[config.mk]
export PLATFORM = sky130hd
export DESIGN_NAME = kpzeu_fifo
export DESIGN_NICKNAME = d
export VERILOG_FILES = /design/src/hdl/kpzeu_pkg.sv /design/src/hdl/kpzeu_fifo.sv
export SDC_FILE = /design/constraint.sdc
export NUM_CORES = 1
export LEC_CHECK = 0
export BUFFER_PORTS_ARGS = -buffer_cell sky130_fd_sc_hd__buf_2
export CAP_MARGIN = 20
export CORE_MARGIN = 1
export CORE_UTILIZATION = 50
export DETAILED_ROUTE_END_ITERATION = 10
export PLACE_DENSITY = 0.74
export SLEW_MARGIN = 10
export SYNTH_ARGS = -nofsm -noshare
export SYNTH_HDL_FRONTEND = slang
export SYNTH_SLANG_ARGS = --single-unit
[constraint.sdc]
create_clock -name clk -period 5.1 [get_ports clk]
set_clock_uncertainty 0.2 [all_clocks]
set_input_delay 0.51 -clock clk [delete_from_list [all_inputs] [get_ports clk]]
set_output_delay 0.51 -clock clk [all_outputs]
set_load 0.05 [all_outputs]
[src/hdl/kpzeu_pkg.sv]
// Shared types and constants for the KPZ node Euler update unit.
// Used by the front, queue, back and top-level files; depends on nothing.
package kpzeu_pkg;

  localparam int FRAC_BITS = 16;
  localparam int QDEPTH = 4;
  localparam int QPTR_W = 2;
  localparam int QCNT_W = 3;
  localparam int CNT_W = 4;
  localparam int NSUM_W = 40;
  localparam int SQ_W = 64;
  localparam int CFG_IDX_W = 3;
  localparam int CFG_DATA_W = 24;

  localparam logic [CFG_IDX_W-1:0] CFG_DIFFUSION = 3'd0;
  localparam logic [CFG_IDX_W-1:0] CFG_NONLINEAR = 3'd1;
  localparam logic [CFG_IDX_W-1:0] CFG_NOISE = 3'd2;
  localparam logic [CFG_IDX_W-1:0] CFG_SAT_COEF = 3'd3;
  localparam logic [CFG_IDX_W-1:0] CFG_INV_COEF = 3'd4;

  localparam logic [30:0] Q30_ONE = 31'h4000_0000;
  localparam logic [3:0] EXP_LAST = 4'd12;

  typedef struct packed {
    logic signed [31:0]       center;
    logic signed [15:0]       noise;
    logic signed [NSUM_W-1:0] nsum;
    logic [CNT_W-1:0]         cnt;
    logic [SQ_W-1:0]          sq;
    logic                     dropped;
  } job_t;

  typedef struct packed {
    logic [QCNT_W-1:0] count;
    logic              empty;
    logic              full;
  } fifo_stat_t;

  // floor(2^32 / k) for the series divide
  function automatic logic [32:0] recip(input logic [3:0] k);
    logic [32:0] r;
    case (k)
      4'd1:    r = 33'h1_0000_0000;
      4'd2:    r = 33'd2147483648;
      4'd3:    r = 33'd1431655765;
      4'd4:    r = 33'd1073741824;
      4'd5:    r = 33'd858993459;
      4'd6:    r = 33'd715827882;
      4'd7:    r = 33'd613566756;
      4'd8:    r = 33'd536870912;
      4'd9:    r = 33'd477218588;
      4'd10:   r = 33'd429496729;
      4'd11:   r = 33'd390451572;
      4'd12:   r = 33'd357913941;
      default: r = 33'd0;
    endcase
    return r;
  endfunction

endpackage

[src/hdl/kpzeu_fifo.sv]
// Short job queue between the front and back ends of the KPZ update unit.
// Holds finished node records; depends on kpzeu_pkg.
module kpzeu_fifo (
  input  logic                  clk,
  input  logic                  rst_n,
  input  logic                  push,
  input  kpzeu_pkg::job_t       wdata,
  input  logic                  pop,
  output kpzeu_pkg::job_t       rdata,
  output kpzeu_pkg::fifo_stat_t stat
);
  import kpzeu_pkg::*;

  job_t              mem [QDEPTH];
  logic [QPTR_W-1:0] wptr_r, rptr_r;
  logic [QCNT_W-1:0] count_r;
  logic              do_push, do_pop;

  assign stat.count = count_r;
  assign stat.empty = (count_r == '0);
  assign stat.full = (count_r == QCNT_W'(QDEPTH));
  assign do_push = push & ~stat.full;
  assign do_pop = pop & ~stat.empty;
  assign rdata = mem[rptr_r];

  always_ff @(posedge clk) begin
    if (do_push) begin
      mem[wptr_r] <= wdata;
    end
  end

  always_ff @(posedge clk) begin
    if (!rst_n) begin
      wptr_r <= '0;
      rptr_r <= '0;
      count_r <= '0;
    end else begin
      if (do_push) begin
        wptr_r <= wptr_r + 1'b1;
      end
      if (do_pop) begin
        rptr_r <= rptr_r + 1'b1;
      end
      case ({do_push, do_pop})
        2'b10:   count_r <= count_r + 1'b1;
        2'b01:   count_r <= count_r - 1'b1;
        default: count_r <= count_r;
      endcase
    end
  end

endmodule

### Word-level counts from Yosys, hierarchy flattened

Memories as Yosys holds them, arrays and structs flattened. A register that Yosys moved wholly into a read port is not among the register bits.
Index checks and enable logic that the tools add are counted.

| cells by class | value |
|---|---|
| bitwise logic cells | 4 |
| reduce and logical (&&, ||, !) cells | 2 |
| muxes and demuxes | 5 |
| equal/unequal tests | 3 |
| $add $sub $neg | 4 |

Operators with widths:

| cell | number |
|---|---|
| 3-bit case mux with 2 select lines | 1 |
| 2-bit by 1-bit adder with 2-bit output, second input constant | 2 |
| 2-bit two-way mux | 2 |
| 3-bit by 1-bit adder with 3-bit output, second input constant | 1 |
| 3-bit equality test, second input constant | 1 |
| 3-bit zero test | 1 |
| 3-bit by 1-bit subtractor with 3-bit output, second input constant | 1 |
| 1-bit bitwise AND | 2 |
| 2-bit by 1-bit equality test with 1-bit output, second input constant | 1 |
| 2-bit equality test, second input constant | 1 |
| 1-bit two-way mux | 2 |
| 1-bit inverter | 2 |
| 2-bit nonzero test | 1 |

| storage, ports and cells | value |
|---|---|
| output and inout bits | 162 |
| memory bits (writable) | 628 |
| bits of input ports | 161 |
| logic and storage cells | 22 |
| memories kept | 1 |
| bits in registers | 7 |

Memory list:

| name | depth | bits a word | rd ports | clocked after Yosys merged registers in | wr ports | RTL line | text |
|---|---|---|---|---|---|---|---|
| mem | 4 | 157 | 1 | 1 | 1 | kpzeu_fifo.sv:14 | `job_t mem [QDEPTH];` |

### Logic depth before layout (Yosys ltp)

| logic depth | value |
|---|---|
| depth in word-level cells | 5 |
| mapped depth | 10 |
| depth with buffers taken out | 9 |

### Least setup slack after synthesis

Ideal clock, no wire load.

| timing | value |
|---|---|
| path kind | register -> register |
| start point | register count_r[0] |
| end point | memory mem[0][0] in the netlist's numbering, enable pin |
| stages on the path, launching flop included | 5 |
| path slack | -0.756 ns |
| arrival time | 5.121 ns |
| cell sequence | dfxtp_1 > nor3b_1 > nor2b_1 > clkbuf_1 > and2_1 |

RTL lines:

| element | RTL line | text |
|---|---|---|
| start: declaration | kpzeu_fifo.sv:16 | `logic [QCNT_W-1:0] count_r;` |
| start signal: assignment | kpzeu_fifo.sv:45 | `2'b10: count_r <= count_r + 1'b1;` |
| start signal: assignment | kpzeu_fifo.sv:46 | `2'b01: count_r <= count_r - 1'b1;` |
| start signal: assignment | kpzeu_fifo.sv:47 | `default: count_r <= count_r;` |
| end: declaration | kpzeu_fifo.sv:14 |  |

==> metrics.md <==
| Metric | Value |
|---|---|
| Outcome | complete, no violations |
| CTS resizes | 0 |
| Final hold violations | 0 |
| Hold slack | ~47 ps |
| Post-synth EDFFs | around 630 |
| Final critical-path required period | 3450 ps |
| Top_reg_cell synth | edfxtp_1 |
| Core box area | about 46000 um2 |
| Worst path arrival time | 2740 ps |
| Routability cong. | 0.756 |
| Final Cycle Share | 0.677 |
| Max_cap viols | 0 |
| Ys Warns | 0 |
| Synth cell count leaders | edfxtp_1 (628), mux4_2 (157), buf_2 (14) |
| Via Count | 11.0k |
| Nets | 1563 |
| Max Slew Vio Count | 0 |
| Share of the yosys chip area belonging to registers | 0.819 |
| Max rail drop VDD | 0.575 mV |
| Slew HR | 0.307 |
| Total track usage | 0.190 |
| Clock latency on the worst-skew pair | a little under 600 ps |
| Register bit total from synthesis | 637 |
| First-pass GRT wire length | 67400 um |
| Level count of the clock H-tree | 2 |
| Die Area | 47400 um2 |
| DIE HEIGHT | 218 um |
| Starting density of the core | 0.510 |
| Largest net degree at the start of global routing | approximately 90 |
| Pwr Density | 526 nW/um2 |
| Pleak | 9.75 nW |
| Top post-synthesis cells by area | edfxtp_1 (81%), mux4_2 (15%), buf_12 (0.95%) |
| Mapped Nets | 1041 |
| DRT Pass-1 Iters | 4 |
| FMAX | ~0.29 GHz |
| Post-synth top area share | 0.811 |
| TritonCTS clock tree | done |
| Yosys top cell by area | edfxtp_1 |
| Simple logic cell fraction of the synthesized area | 0.00484 |
| RSZ-0062 raised after global routing | no |
| Detail-routed via count per cell | 5.40 |
| Initial antenna violation count | 4 |
| Post-DP HPWL | 25300 um |
| # setup viols final | 0 |
| Die width | approximately 220 um |
| DR DRC count | 0 |
| Post-Synthesis Cells | approximately 870 |
| Num CTS Buffers | 60 |
| Initial DRC count | 699 |
| Port Buffers | between 300 and 400 |
| Layout cells sized above 1 | 0.408 |
| DR WL/cell | 21.8 um |
| Post-synthesis mux area share | 0.153 |
| Synth unique cells | 24 |
| Clock tree sinks | between 600 and 700 |
| Post-Route WL | 44500 um |
| Post-Syn Area per Cell | 26.6 um2 |
| CTS root buf | clkbuf_16 |
| Area of the mapped netlist | about 23000 um2 |
| Most common cell in the netlist | edfxtp_1 |
| Final setup TNS | 0 ps |
| Worst-path fanout max | 41 |
| Async set-reset flop share out of synthesis | 0 |
| Num rows | slightly below 80 |
| Critical Path RT | about 4400 ps |
| P&R area growth vs syn | 24.4% |
| Synth Area in Compound Gates | 0.00172 |
| Largest family of logic cells by synthesized area | multiplexers |
| Critical path class | flip-flop to output port |
| I/O pin cnt | approximately 320 |
| Routed Antenna Nets | 0 |
| Post-Synth Adder-Cell Area | 0.00355 |
| Critical Path Start Type | flip-flop |
| Clk pin slew, worst setup/hold paths | 60 ps |
| CP endpoint kind | output port |
| CTS Buffer Depth | 3 |
| Min-delay worst type | primary input to flip-flop |
| XOR/XNOR Fraction of Synth Area | 0.000753 |
| Vias in the first global route | between 10k and 15k |
| Worst Tran Pin Value | just over 1000 ps |
| GRT Residual Overflow | 0 |
| Fin cells | 2046 |
| Post-Place Cells | around 1.8k |
worst max-delay path: stages (launching register included):
cell	delay [ps]
dfxtp_4	880
buf_12	390
mux4_2	580
buf_2	230
state kept, by name (all words and copies together), names as in the netlist, named ones only:
name / flops
count_r: 3
wptr_r: 2
rptr_r: 2
mem: 628
layout by cell type (no fill, tap or decap), types with 2 or more instances in the layout:
| cell | netlist | layout |
|---|---|---|
| diode_2 | 0 | 3 |
| a21boi_0 | 2 | 2 |
| inv_1 | 6 | 6 |
| dlygate4sd3_1 | 0 | 157 |
| buf_12 | 11 | 9 |
| clkinvlp_4 | 0 | 3 |
| o21ai_0 | 5 | 5 |
| clkinv_2 | 0 | 15 |
| ha_1 | 5 | 5 |
| nor2b_1 | 2 | 2 |
| or3_1 | 2 | 2 |
| inv_6 | 0 | 2 |
| clkbuf_16 | 0 | 61 |
| and2_1 | 6 | 2 |
| clkbuf_1 | 3 | 8 |
| dfxtp_1 | 9 | 7 |
| bufinv_16 | 0 | 4 |
| edfxtp_1 | 628 | 628 |
| dfxtp_4 | 0 | 2 |
| buf_4 | 2 | 9 |
| and2_4 | 0 | 4 |
| mux4_2 | 157 | 157 |
| clkinv_1 | 0 | 15 |
| buf_2 | 14 | 322 |
| mux2i_1 | 2 | 2 |
| nand2_1 | 7 | 7 |
routing by layer:
| metal | vias to the layer above | wire length [um] | GRT usage |
|---|---|---|---|
| met3 | 70 | 3530 | 0.0548 |
| li1 | 4832 | - | - |
| met5 | - | 25 | 0 |
| met4 | 4 | 782 | 0.0500 |
| met2 | 394 | 22100 | 0.303 |
| met1 | 5742 | 18100 | 0.260 |
path summary, 6_finish.rpt:
kind,from,end,slack [ps],depth (start not counted)
setup reg to reg,count_r[0],mem[1][73],2310,4
hold reg to reg,wptr_r[1],wptr_r[1],310,2
setup / recovery,flip-flop,rdata[51],1650,3
hold / removal,rst_n,wptr_r[1],50,3
through the flow:
stage           util  worst slack [ps]  power [mW]  cell area, um2
5_1_grt        0.635              1420        15.8           28900
6_report       0.635              1650        15.2           28900
2_1_floorplan      -               994        10.2           23300
3_5_place_dp   0.559              2140        11.1           25500
4_1_cts        0.635              1500        15.4           28900
3_3_place_gp   0.559              2180        11.0           25500
where the power goes:
group	switching, mW	internal [mW]	leakage, nW
clock network	1.81	2.38	0.913
registers	0.188	6.30	5.84
logic	3.13	1.42	3.00
total	5.13	10.1	9.75
what timing repair did:
| action | CTS | global route |
|---|---|---|
| setup buffers | 0 | 0 |
| endpoints found under the hold margin | 628 | 0 |
| hold buffers | 157 | 0 |
final cells by class:
class | instances | area, um2
fillers | 2953 | 16600
flip-flops and latches | 637 | 19000
diodes | 3 | 7.51
well taps | 600 | 751
clock buffers | 69 | 1560
multi-input cells | 194 | 3820
inverters | 6 | 22.5
clock inverters | 40 | 300
repair buffers | 497 | 3430
kinds of logic after synthesis:
| family | Yosys count |
|---|---|
| flip-flops | 637 |
| adder cells (fa/ha/maj) | 6 |
| buffers and inverters | 43 |
| AND/OR/NAND/NOR | 20 |
| multiplexers | 159 |
| XOR/XNOR | 2 |
| AO/OA/AOI/OAI | 7 |
No activity file was read; power rests on OpenSTA's default activity.
