--- src/hdl/kpzeu_pkg.sv ---
// Shared types and constants for the KPZ node Euler update unit.
// Used by the front, queue, back and top-level files; depends on nothing.
package kpzeu_pkg;

  localparam int FRAC_BITS = 16;
  localparam int QDEPTH = 4;
  localparam int QPTR_W = 2;
  localparam int QCNT_W = 3;
  localparam int CNT_W = 4;
  localparam int NSUM_W = 40;
  localparam int SQ_W = 64;
  localparam int CFG_IDX_W = 3;
  localparam int CFG_DATA_W = 24;

  localparam logic [CFG_IDX_W-1:0] CFG_DIFFUSION = 3'd0;
  localparam logic [CFG_IDX_W-1:0] CFG_NONLINEAR = 3'd1;
  localparam logic [CFG_IDX_W-1:0] CFG_NOISE = 3'd2;
  localparam logic [CFG_IDX_W-1:0] CFG_SAT_COEF = 3'd3;
  localparam logic [CFG_IDX_W-1:0] CFG_INV_COEF = 3'd4;

  localparam logic [30:0] Q30_ONE = 31'h4000_0000;
  localparam logic [3:0] EXP_LAST = 4'd12;

  typedef struct packed {
    logic signed [31:0]       center;
    logic signed [15:0]       noise;
    logic signed [NSUM_W-1:0] nsum;
    logic [CNT_W-1:0]         cnt;
    logic [SQ_W-1:0]          sq;
    logic                     dropped;
  } job_t;

  typedef struct packed {
    logic [QCNT_W-1:0] count;
    logic              empty;
    logic              full;
  } fifo_stat_t;

  // floor(2^32 / k) for the series divide
  function automatic logic [32:0] recip(input logic [3:0] k);
    logic [32:0] r;
    case (k)
      4'd1:    r = 33'h1_0000_0000;
      4'd2:    r = 33'd2147483648;
      4'd3:    r = 33'd1431655765;
      4'd4:    r = 33'd1073741824;
      4'd5:    r = 33'd858993459;
      4'd6:    r = 33'd715827882;
      4'd7:    r = 33'd613566756;
      4'd8:    r = 33'd536870912;
      4'd9:    r = 33'd477218588;
      4'd10:   r = 33'd429496729;
      4'd11:   r = 33'd390451572;
      4'd12:   r = 33'd357913941;
      default: r = 33'd0;
    endcase
    return r;
  endfunction

endpackage

--- src/hdl/kpzeu_front.sv ---
// Front end: takes neighbor items, squares differences and accumulates per node.
// Pushes a finished node record into the job queue. Depends on kpzeu_pkg.
module kpzeu_front #(
  parameter int MAX_NEIGHBORS = 8
) (
  input  logic                  clk,
  input  logic                  rst_n,
  input  logic                  in_push,
  output logic                  in_full,
  input  logic                  in_first_neighbor,
  input  logic                  in_last_neighbor,
  input  logic signed [31:0]    in_center_height,
  input  logic signed [15:0]    in_noise_sample,
  input  logic signed [31:0]    in_neighbor_height,
  input  kpzeu_pkg::fifo_stat_t fifo_stat,
  output logic                  job_push,
  output kpzeu_pkg::job_t       job
);
  import kpzeu_pkg::*;

  localparam logic [CNT_W-1:0] MAX_CNT = CNT_W'(MAX_NEIGHBORS);

  logic                     accept;
  logic signed [31:0]       cen_eff;
  logic signed [15:0]       noise_eff;
  logic [CNT_W-1:0]         cnt_base, cnt_new;
  logic                     keep, drop_new;
  logic signed [32:0]       diff;
  logic [32:0]              ad;
  logic [QCNT_W:0]          pending;

  logic signed [31:0]       held_c_r, held_n_r_c;
  logic signed [15:0]       held_n_r;
  logic [CNT_W-1:0]         cnt_r;
  logic                     drop_r;

  logic                     a_v_r, a_first_r, a_last_r, a_keep_r, a_drop_r;
  logic signed [31:0]       a_nb_r, a_cen_r;
  logic signed [15:0]       a_noise_r;
  logic [32:0]              a_ad_r;
  logic [CNT_W-1:0]         a_cnt_r;

  logic                     b_v_r, b_first_r, b_last_r, b_keep_r, b_drop_r;
  logic signed [31:0]       b_nb_r, b_cen_r;
  logic signed [15:0]       b_noise_r;
  logic [48:0]              b_sq_r;
  logic [CNT_W-1:0]         b_cnt_r;
  logic [65:0]              sq_full;

  logic signed [NSUM_W-1:0] nsum_r, nsum_base, nsum_nxt;
  logic [SQ_W-1:0]          sq_r, sq_base, sq_nxt;

  assign held_n_r_c = {{16{held_n_r[15]}}, held_n_r};

  // Reserve a queue slot for every last item still in the pipe.
  assign pending = {1'b0, fifo_stat.count} + (QCNT_W+1)'(a_v_r & a_last_r)
                 + (QCNT_W+1)'(b_v_r & b_last_r);
  assign in_full = (pending >= (QCNT_W+1)'(QDEPTH));
  assign accept = in_push & ~in_full;

  always_comb begin
    cen_eff = in_first_neighbor ? in_center_height : held_c_r;
    noise_eff = in_first_neighbor ? in_noise_sample : held_n_r_c[15:0];
    cnt_base = in_first_neighbor ? '0 : cnt_r;
    keep = (cnt_base < MAX_CNT);
    cnt_new = keep ? cnt_base + 1'b1 : cnt_base;
    drop_new = (in_first_neighbor ? 1'b0 : drop_r) | ~keep;
    diff = {cen_eff[31], cen_eff} - {in_neighbor_height[31], in_neighbor_height};
    ad = diff[32] ? (33'd0 - diff) : diff;
  end

  always_ff @(posedge clk) begin
    if (!rst_n) begin
      held_c_r <= '0;
      held_n_r <= '0;
      cnt_r <= '0;
      drop_r <= 1'b0;
      a_v_r <= 1'b0;
    end else begin
      a_v_r <= accept;
      if (accept) begin
        if (in_first_neighbor) begin
          held_c_r <= in_center_height;
          held_n_r <= in_noise_sample;
        end
        if (in_last_neighbor) begin
          cnt_r <= '0;
          drop_r <= 1'b0;
        end else begin
          cnt_r <= cnt_new;
          drop_r <= drop_new;
        end
      end
    end
  end

  always_ff @(posedge clk) begin
    a_first_r <= in_first_neighbor;
    a_last_r <= in_last_neighbor;
    a_keep_r <= keep;
    a_drop_r <= drop_new;
    a_nb_r <= in_neighbor_height;
    a_cen_r <= cen_eff;
    a_noise_r <= noise_eff;
    a_ad_r <= ad;
    a_cnt_r <= cnt_new;
  end

  assign sq_full = a_ad_r * a_ad_r;

  always_ff @(posedge clk) begin
    if (!rst_n) begin
      b_v_r <= 1'b0;
    end else begin
      b_v_r <= a_v_r;
    end
  end

  always_ff @(posedge clk) begin
    b_first_r <= a_first_r;
    b_last_r <= a_last_r;
    b_keep_r <= a_keep_r;
    b_drop_r <= a_drop_r;
    b_nb_r <= a_nb_r;
    b_cen_r <= a_cen_r;
    b_noise_r <= a_noise_r;
    b_sq_r <= sq_full[FRAC_BITS +: 49];
    b_cnt_r <= a_cnt_r;
  end

  always_comb begin
    nsum_base = b_first_r ? '0 : nsum_r;
    sq_base = b_first_r ? '0 : sq_r;
    nsum_nxt = nsum_base + (b_keep_r ? {{(NSUM_W-32){b_nb_r[31]}}, b_nb_r} : '0);
    sq_nxt = sq_base + (b_keep_r ? {{(SQ_W-49){1'b0}}, b_sq_r} : '0);
  end

  always_ff @(posedge clk) begin
    if (!rst_n) begin
      nsum_r <= '0;
      sq_r <= '0;
    end else if (b_v_r) begin
      // clear the sums once a node has been handed on
      if (b_last_r) begin
        nsum_r <= '0;
        sq_r <= '0;
      end else begin
        nsum_r <= nsum_nxt;
        sq_r <= sq_nxt;
      end
    end
  end

  assign job_push = b_v_r & b_last_r;
  assign job.center = b_cen_r;
  assign job.noise = b_noise_r;
  assign job.nsum = nsum_nxt;
  assign job.cnt = b_cnt_r;
  assign job.sq = sq_nxt;
  assign job.dropped = b_drop_r;

endmodule

--- config.mk ---
export PLATFORM = sky130hd
export DESIGN_NAME = kpzeu_front
export DESIGN_NICKNAME = d
export VERILOG_FILES = /design/src/hdl/kpzeu_pkg.sv /design/src/hdl/kpzeu_front.sv
export SDC_FILE = /design/constraint.sdc
export NUM_CORES = 2
export LEC_CHECK = 0
export BUFFER_PORTS_ARGS = -buffer_cell sky130_fd_sc_hd__buf_2
export CORE_AREA = 2 2 383 385
export DETAILED_ROUTE_END_ITERATION = 12
export DIE_AREA = 0 0 385 387
export SLEW_MARGIN = 10
export SYNTH_ARGS = -nofsm -noshare
export SYNTH_HDL_FRONTEND = slang
export SYNTH_SLANG_ARGS = --single-unit
--- constraint.sdc ---
create_clock -name clk -period 8.93 [get_ports clk]
set_clock_uncertainty 0.15 [all_clocks]
set_input_delay 1.786 -clock clk [delete_from_list [all_inputs] [get_ports clk]]
set_output_delay 1.786 -clock clk [all_outputs]
set_load 0.005 [all_outputs]
; Word level (Yosys, flattened, before mapping)
; Cells that the tools add are included.
[totals]
word_cells = 58
input_bits = 90
regBits = 417
out_inout_bits = 159
[classes]
n_addsub = 7
mux = 14
multipliers = 1
n_lt_le_gt_ge = 2
bitwise_logic = 7
[ops]
columns = cell, count
row1 = $mux W64, 2
row2 = $mux W40, 3
row3 = $mul A33 B33 Y65, 1
row4 = $add A64 B49 Y64, 1
row5 = $mux W32, 2
row6 = $mux W49, 1
row7 = $add A40 B40 Y40, 1
row8 = $sub A1 B33 Y33 const A, 1
row9 = $sub A32 B32 Y33, 1
row10 = $mux W16, 1
row11 = $mux W4, 3
row12 = $add A3 B1 Y4, 1
row13 = $add A4 B1 Y4, 1
row14 = $add A4 B1 Y4 const B, 1
row15 = $and A1 B1 Y1, 4
row16 = $ge A4 B3 Y1 const B, 1
row17 = $lt A4 B4 Y1 const B, 1
row18 = $mux W1, 2
row19 = $not A1 Y1, 2
row20 = $or A1 B1 Y1, 1

; Depth between registers and ports, before layout
[logic_depth]
depth_word = 6
depth_mapped = 31
mapped_depth_nobuf = 29

; Worst setup path before layout
; Ideal clock, no wire load.
[synth_timing]
kind = reg2reg
from = reg a_ad_r[11]
to = reg b_sq_r[47]
synth_period_minus_slack_ns = 7.894
path_stages_with_launch = 29
n_path_buf = 3
path_slack_ns = 1.036
required_time_ns = 8.662
arrival_time_ns = 7.626
setup_ns = 0.118
path_cell_list = dfxtp_1 > clkbuf_1 > clkbuf_1 > nand2_1 > fa_1 > inv_1 > fa_1 > fa_1 > inv_1 > fa_1 > inv_1 > fa_1 > fa_1 > fa_1 > inv_1 > fa_1 > inv_1 > ha_1 > clkbuf_1 > nand4_1 > nor3_1 > and3_1 > and3_1 > a21bo_2 > a211oi_1 > a41oi_1 > o21ai_0 > a21oi_1 > xnor2_1
[synth_between]
elab_chain_cells = 1
[synth_rtl]
columns = item, line
row1 = "start, declared", kpzeu_front.sv:40  ; logic [32:0] a_ad_r;
row2 = "start signal, assigned", kpzeu_front.sv:105  ; a_ad_r <= ad;
row3 = $mul A33 B33 Y65, kpzeu_front.sv:109  ; assign sq_full = a_ad_r * a_ad_r;
row4 = net sq_full[63], kpzeu_front.sv:48  ; logic [65:0] sq_full;
row5 = "end signal, assigned", kpzeu_front.sv:127  ; b_sq_r <= sq_full[FRAC_BITS +: 49];
row6 = "end, declared", kpzeu_front.sv:46  ; logic [48:0] b_sq_r;
; The timed path passes the listed nets, and every way through them passes these cells.
; A chain may end at the register's enable or synchronous reset.

; Final worst setup path
[layout_timing]
from = reg a_ad_r[0]
to = reg b_sq_r[38]
; The elaborated chain is that of the path after synthesis.

==> results.json <==
{
  "rows": 140,
  "synth_ff_type": "dfxtp_1",
  "crit_path_start_kind": "flip-flop",
  "cp-end-kind": "flip-flop",
  "critPathArrivalTime_ns": 8.95,
  "grt_first_pass_wirelength_mm": 218.0,
  "cts_buffer_depth": 3,
  "die_h_um": 387,
  "htree_num_levels": 2,
  "ys_types": 80,
  "viasPerCell": 4.844,
  "drt-total-wl_mm": 137.1,
  "hold_viol": 0,
  "cts_sinks": 417,
  "drive_gt1_frac": 0.09536,
  "netlist.area_leader.share": 0.3427,
  "yosysTopAreaCell": "fa_1",
  "clk_pin_slew_ns": 0.08,
  "drtIter0Drc": 2283,
  "path_max_fanout": 22,
  "worst_slew_pin_slew_ns": 1.145,
  "drc": 0,
  "grt_max_degree": 54,
  "fp.dieArea_um2": 149000,
  "core_area_um2": 144900,
  "grt_overflow": 0,
  "clk_latency_ns": 0.63,
  "relSlewSlack": 0.2337,
  "drt_pass1_iterations": 5,
  "synth_fp_nets": 6838,
  "dp_hpwl_mm": 111.8,
  "setup_viol": 0,
  "synth_common_cells": "1202 x inv_1, 863 x fa_1, 508 x nand2_1",
  "antenna_left": 0,
  "whs_path_depth": 0,
  "crit_top_cell": "fa_1",
  "synth_cells": 5500,
  "critical_path_class": "reg -> reg",
  "cp_slowest_stage_delay_ns": 0.69,
  "grt_use_total": 0.1857,
  "async_flop_share": 0,
  "first_global_vias": 39620,
  "cts_root_buf": "clkbuf_16",
  "rr_endpoint": "b_sq_r[38]$_DFF_P_",
  "place_congestion": 0.9012,
  "via_count": 37160,
  "cap_violations": 0,
  "hold_path_end": "b_nb_r[3]$_DFF_P_",
  "area_growth_pct": 11.05,
  "fin_crit_sh": 0.9675,
  "holdCritPathClass": "reg -> reg",
  "cts_buffers": 45,
  "tritoncts": "done",
  "cts_hold_buffers": 0,
  "worstHoldStart": "a_nb_r[3]$_DFF_P_",
  "cp.required_ns": 9.24,
  "syn_area_um2": 50420,
  "regToRegSetupSlack_ns": 0.29,
  "antenna_found_initial": 19,
  "period_minus_slack_ns": 8.640,
  "yosys_warnings": 0,
  "synth_most_common_cell": "inv_1",
  "nets": 7041,
  "ys_seq_elements": 417,
  "maxSlewViolCount": 0,
  "finalSetupTns_ns": 0,
  "synth.area.top_cells": "fa_1 34%, dfxtp_1 17%, ha_1 9.6%",
  "rr_startpoint": "a_ad_r[0]$_DFF_P_",
  "avgSynthCellArea_um2": 9.167,
  "ys_seq_area_frac": 0.1656,
  "slowest_stage": "dfxtp_1",
  "synth-edff-count": 0,
  "die_w_um": 385,
  "rsz0062_at_grt": "no",
  "wl_per_cell_um": 17.87,
  "status": "complete, no violations",
  "fmax_ghz": 0.1157,
  "pin_count": 249,
  "reg2reg_depth": 29,
  "port_buffers": 246,
  "start_util": 0.3480
}
area by class of cell:
type / instances / area (um^2)
Tap cell: 1917 / 2399
Antenna cell: 19 / 47.55
Clock buffer: 60 / 1272
Clock inverter: 20 / 254.0
Sequential cell: 417 / 8362
Timing Repair Buffer: 377 / 2427
Inverter: 1202 / 4512
Fill cell: 14620 / 88880
Multi-Input combinational cell: 3660 / 36710
worst max-delay path by stage:
stage	from	to	slack, ns	cells after the start
after floorplan	a_ad_r[11]$_DFF_P_	b_sq_r[47]$_DFF_P_	1.04	28
after global placement	a_ad_r[5]$_DFF_P_	b_sq_r[31]$_DFF_P_	0.39	31
after detailed placement	a_ad_r[14]$_DFF_P_	b_sq_r[38]$_DFF_P_	0.34	28
after CTS	a_ad_r[20]$_DFF_P_	b_sq_r[37]$_DFF_P_	0.26	27
after global routing	a_ad_r[27]$_DFF_P_	b_sq_r[39]$_DFF_P_	0.01	26
final	a_ad_r[0]$_DFF_P_	b_sq_r[38]$_DFF_P_	0.29	29
cell families (layout without fill, tap and decap cells):
logic type	after synthesis	after routing	share of synthesized area
buffers and inverters	1423	1659	0.1066
and+or+nand+nor	1377	1377	0.1377
adders and majority gates	1248	1248	0.4382
AOI/OAI and AO/OA	771	771	0.1033
DFF	417	417	0.1656
xor gates and xnor gates	205	205	0.03561
muxes	59	59	0.01298
other	0	19	0
critical path: cells and delay by family (launching register included):
kind / cells / cell delay, ns
AO/OA/AOI/OAI: 7 / 1.63
buffers and inverters: 9 / 0.93
flip-flops: 1 / 0.69
XOR/XNOR: 1 / 0.12
AND/OR/NAND/NOR: 3 / 0.43
adder cells (fa/ha/maj): 9 / 4.50
cells in the final DEF (no fill, tap or decap), types with 17 or more instances in the layout:
cell / count
inv_1: 1201
a22oi_1: 41
nor3_1: 24
a21oi_1: 202
mux2_2: 51
and3_1: 29
buf_2: 246
a211oi_1: 22
o21bai_1: 32
fa_1: 863
xor2_1: 72
buf_12: 17
buf_4: 114
nor2b_1: 158
diode_2: 19
o21ai_0: 97
clkbuf_16: 45
a22o_1: 44
nand2_1: 507
a21boi_0: 59
a31oi_1: 22
nor2_1: 155
nand4_1: 36
dfxtp_1: 408
nand3_1: 48
nand2b_1: 36
o21a_1: 20
and2_1: 312
xnor2_1: 133
ha_1: 385
a21o_1: 103
state kept, by name (all words and copies together), names as in the netlist, 4 cells and up:
register	count
a_ad_r	33
b_noise_r	16
b_nb_r	32
a_cnt_r	4
b_cen_r	32
held_c_r	32
sq_r	64
a_noise_r	16
cnt_r	4
held_n_r	16
nsum_r	40
a_cen_r	32
a_nb_r	32
b_cnt_r	4
b_sq_r	49
repair_timing:
action                                  4_1_cts  5_1_grt
gates resized for setup                       0        7
buffers inserted                              0        0
hold endpoints to repair                      0        0
endpoints found under the setup margin        0        4
layer usage:
metal / share of wire / track usage / vias up
met1: 0.44 / 0.2461 / 18570
met2: 0.48 / 0.3117 / 891
met5: 0.00019 / 0 / -
met3: 0.051 / 0.02722 / 198
met4: 0.031 / 0.05661 / 4
li1: - / - / 17500
per-stage QoR:
| stage | utilization | area, um^2 | setup slack, ns | cells | hold WS (ns) |
|---|---|---|---|---|---|
| floorplan | - | 50420 | 1.036 | 5500 | 0.1596 |
| global placement | 0.3756 | 54400 | 0.3927 | 7573 | 0.1610 |
| detailed placement | 0.3756 | 54400 | 0.3448 | 7573 | 0.1621 |
| CTS | 0.3861 | 55930 | 0.2581 | 7653 | 0.1691 |
| global route | 0.3864 | 55970 | 0.01278 | 7665 | 0.1791 |
| finish | 0.3865 | 55990 | 0.2900 | 7672 | 0.1690 |
Power is not shown: default switching activity piles up to over one toggle a cycle in this logic, so the estimate is an artifact.
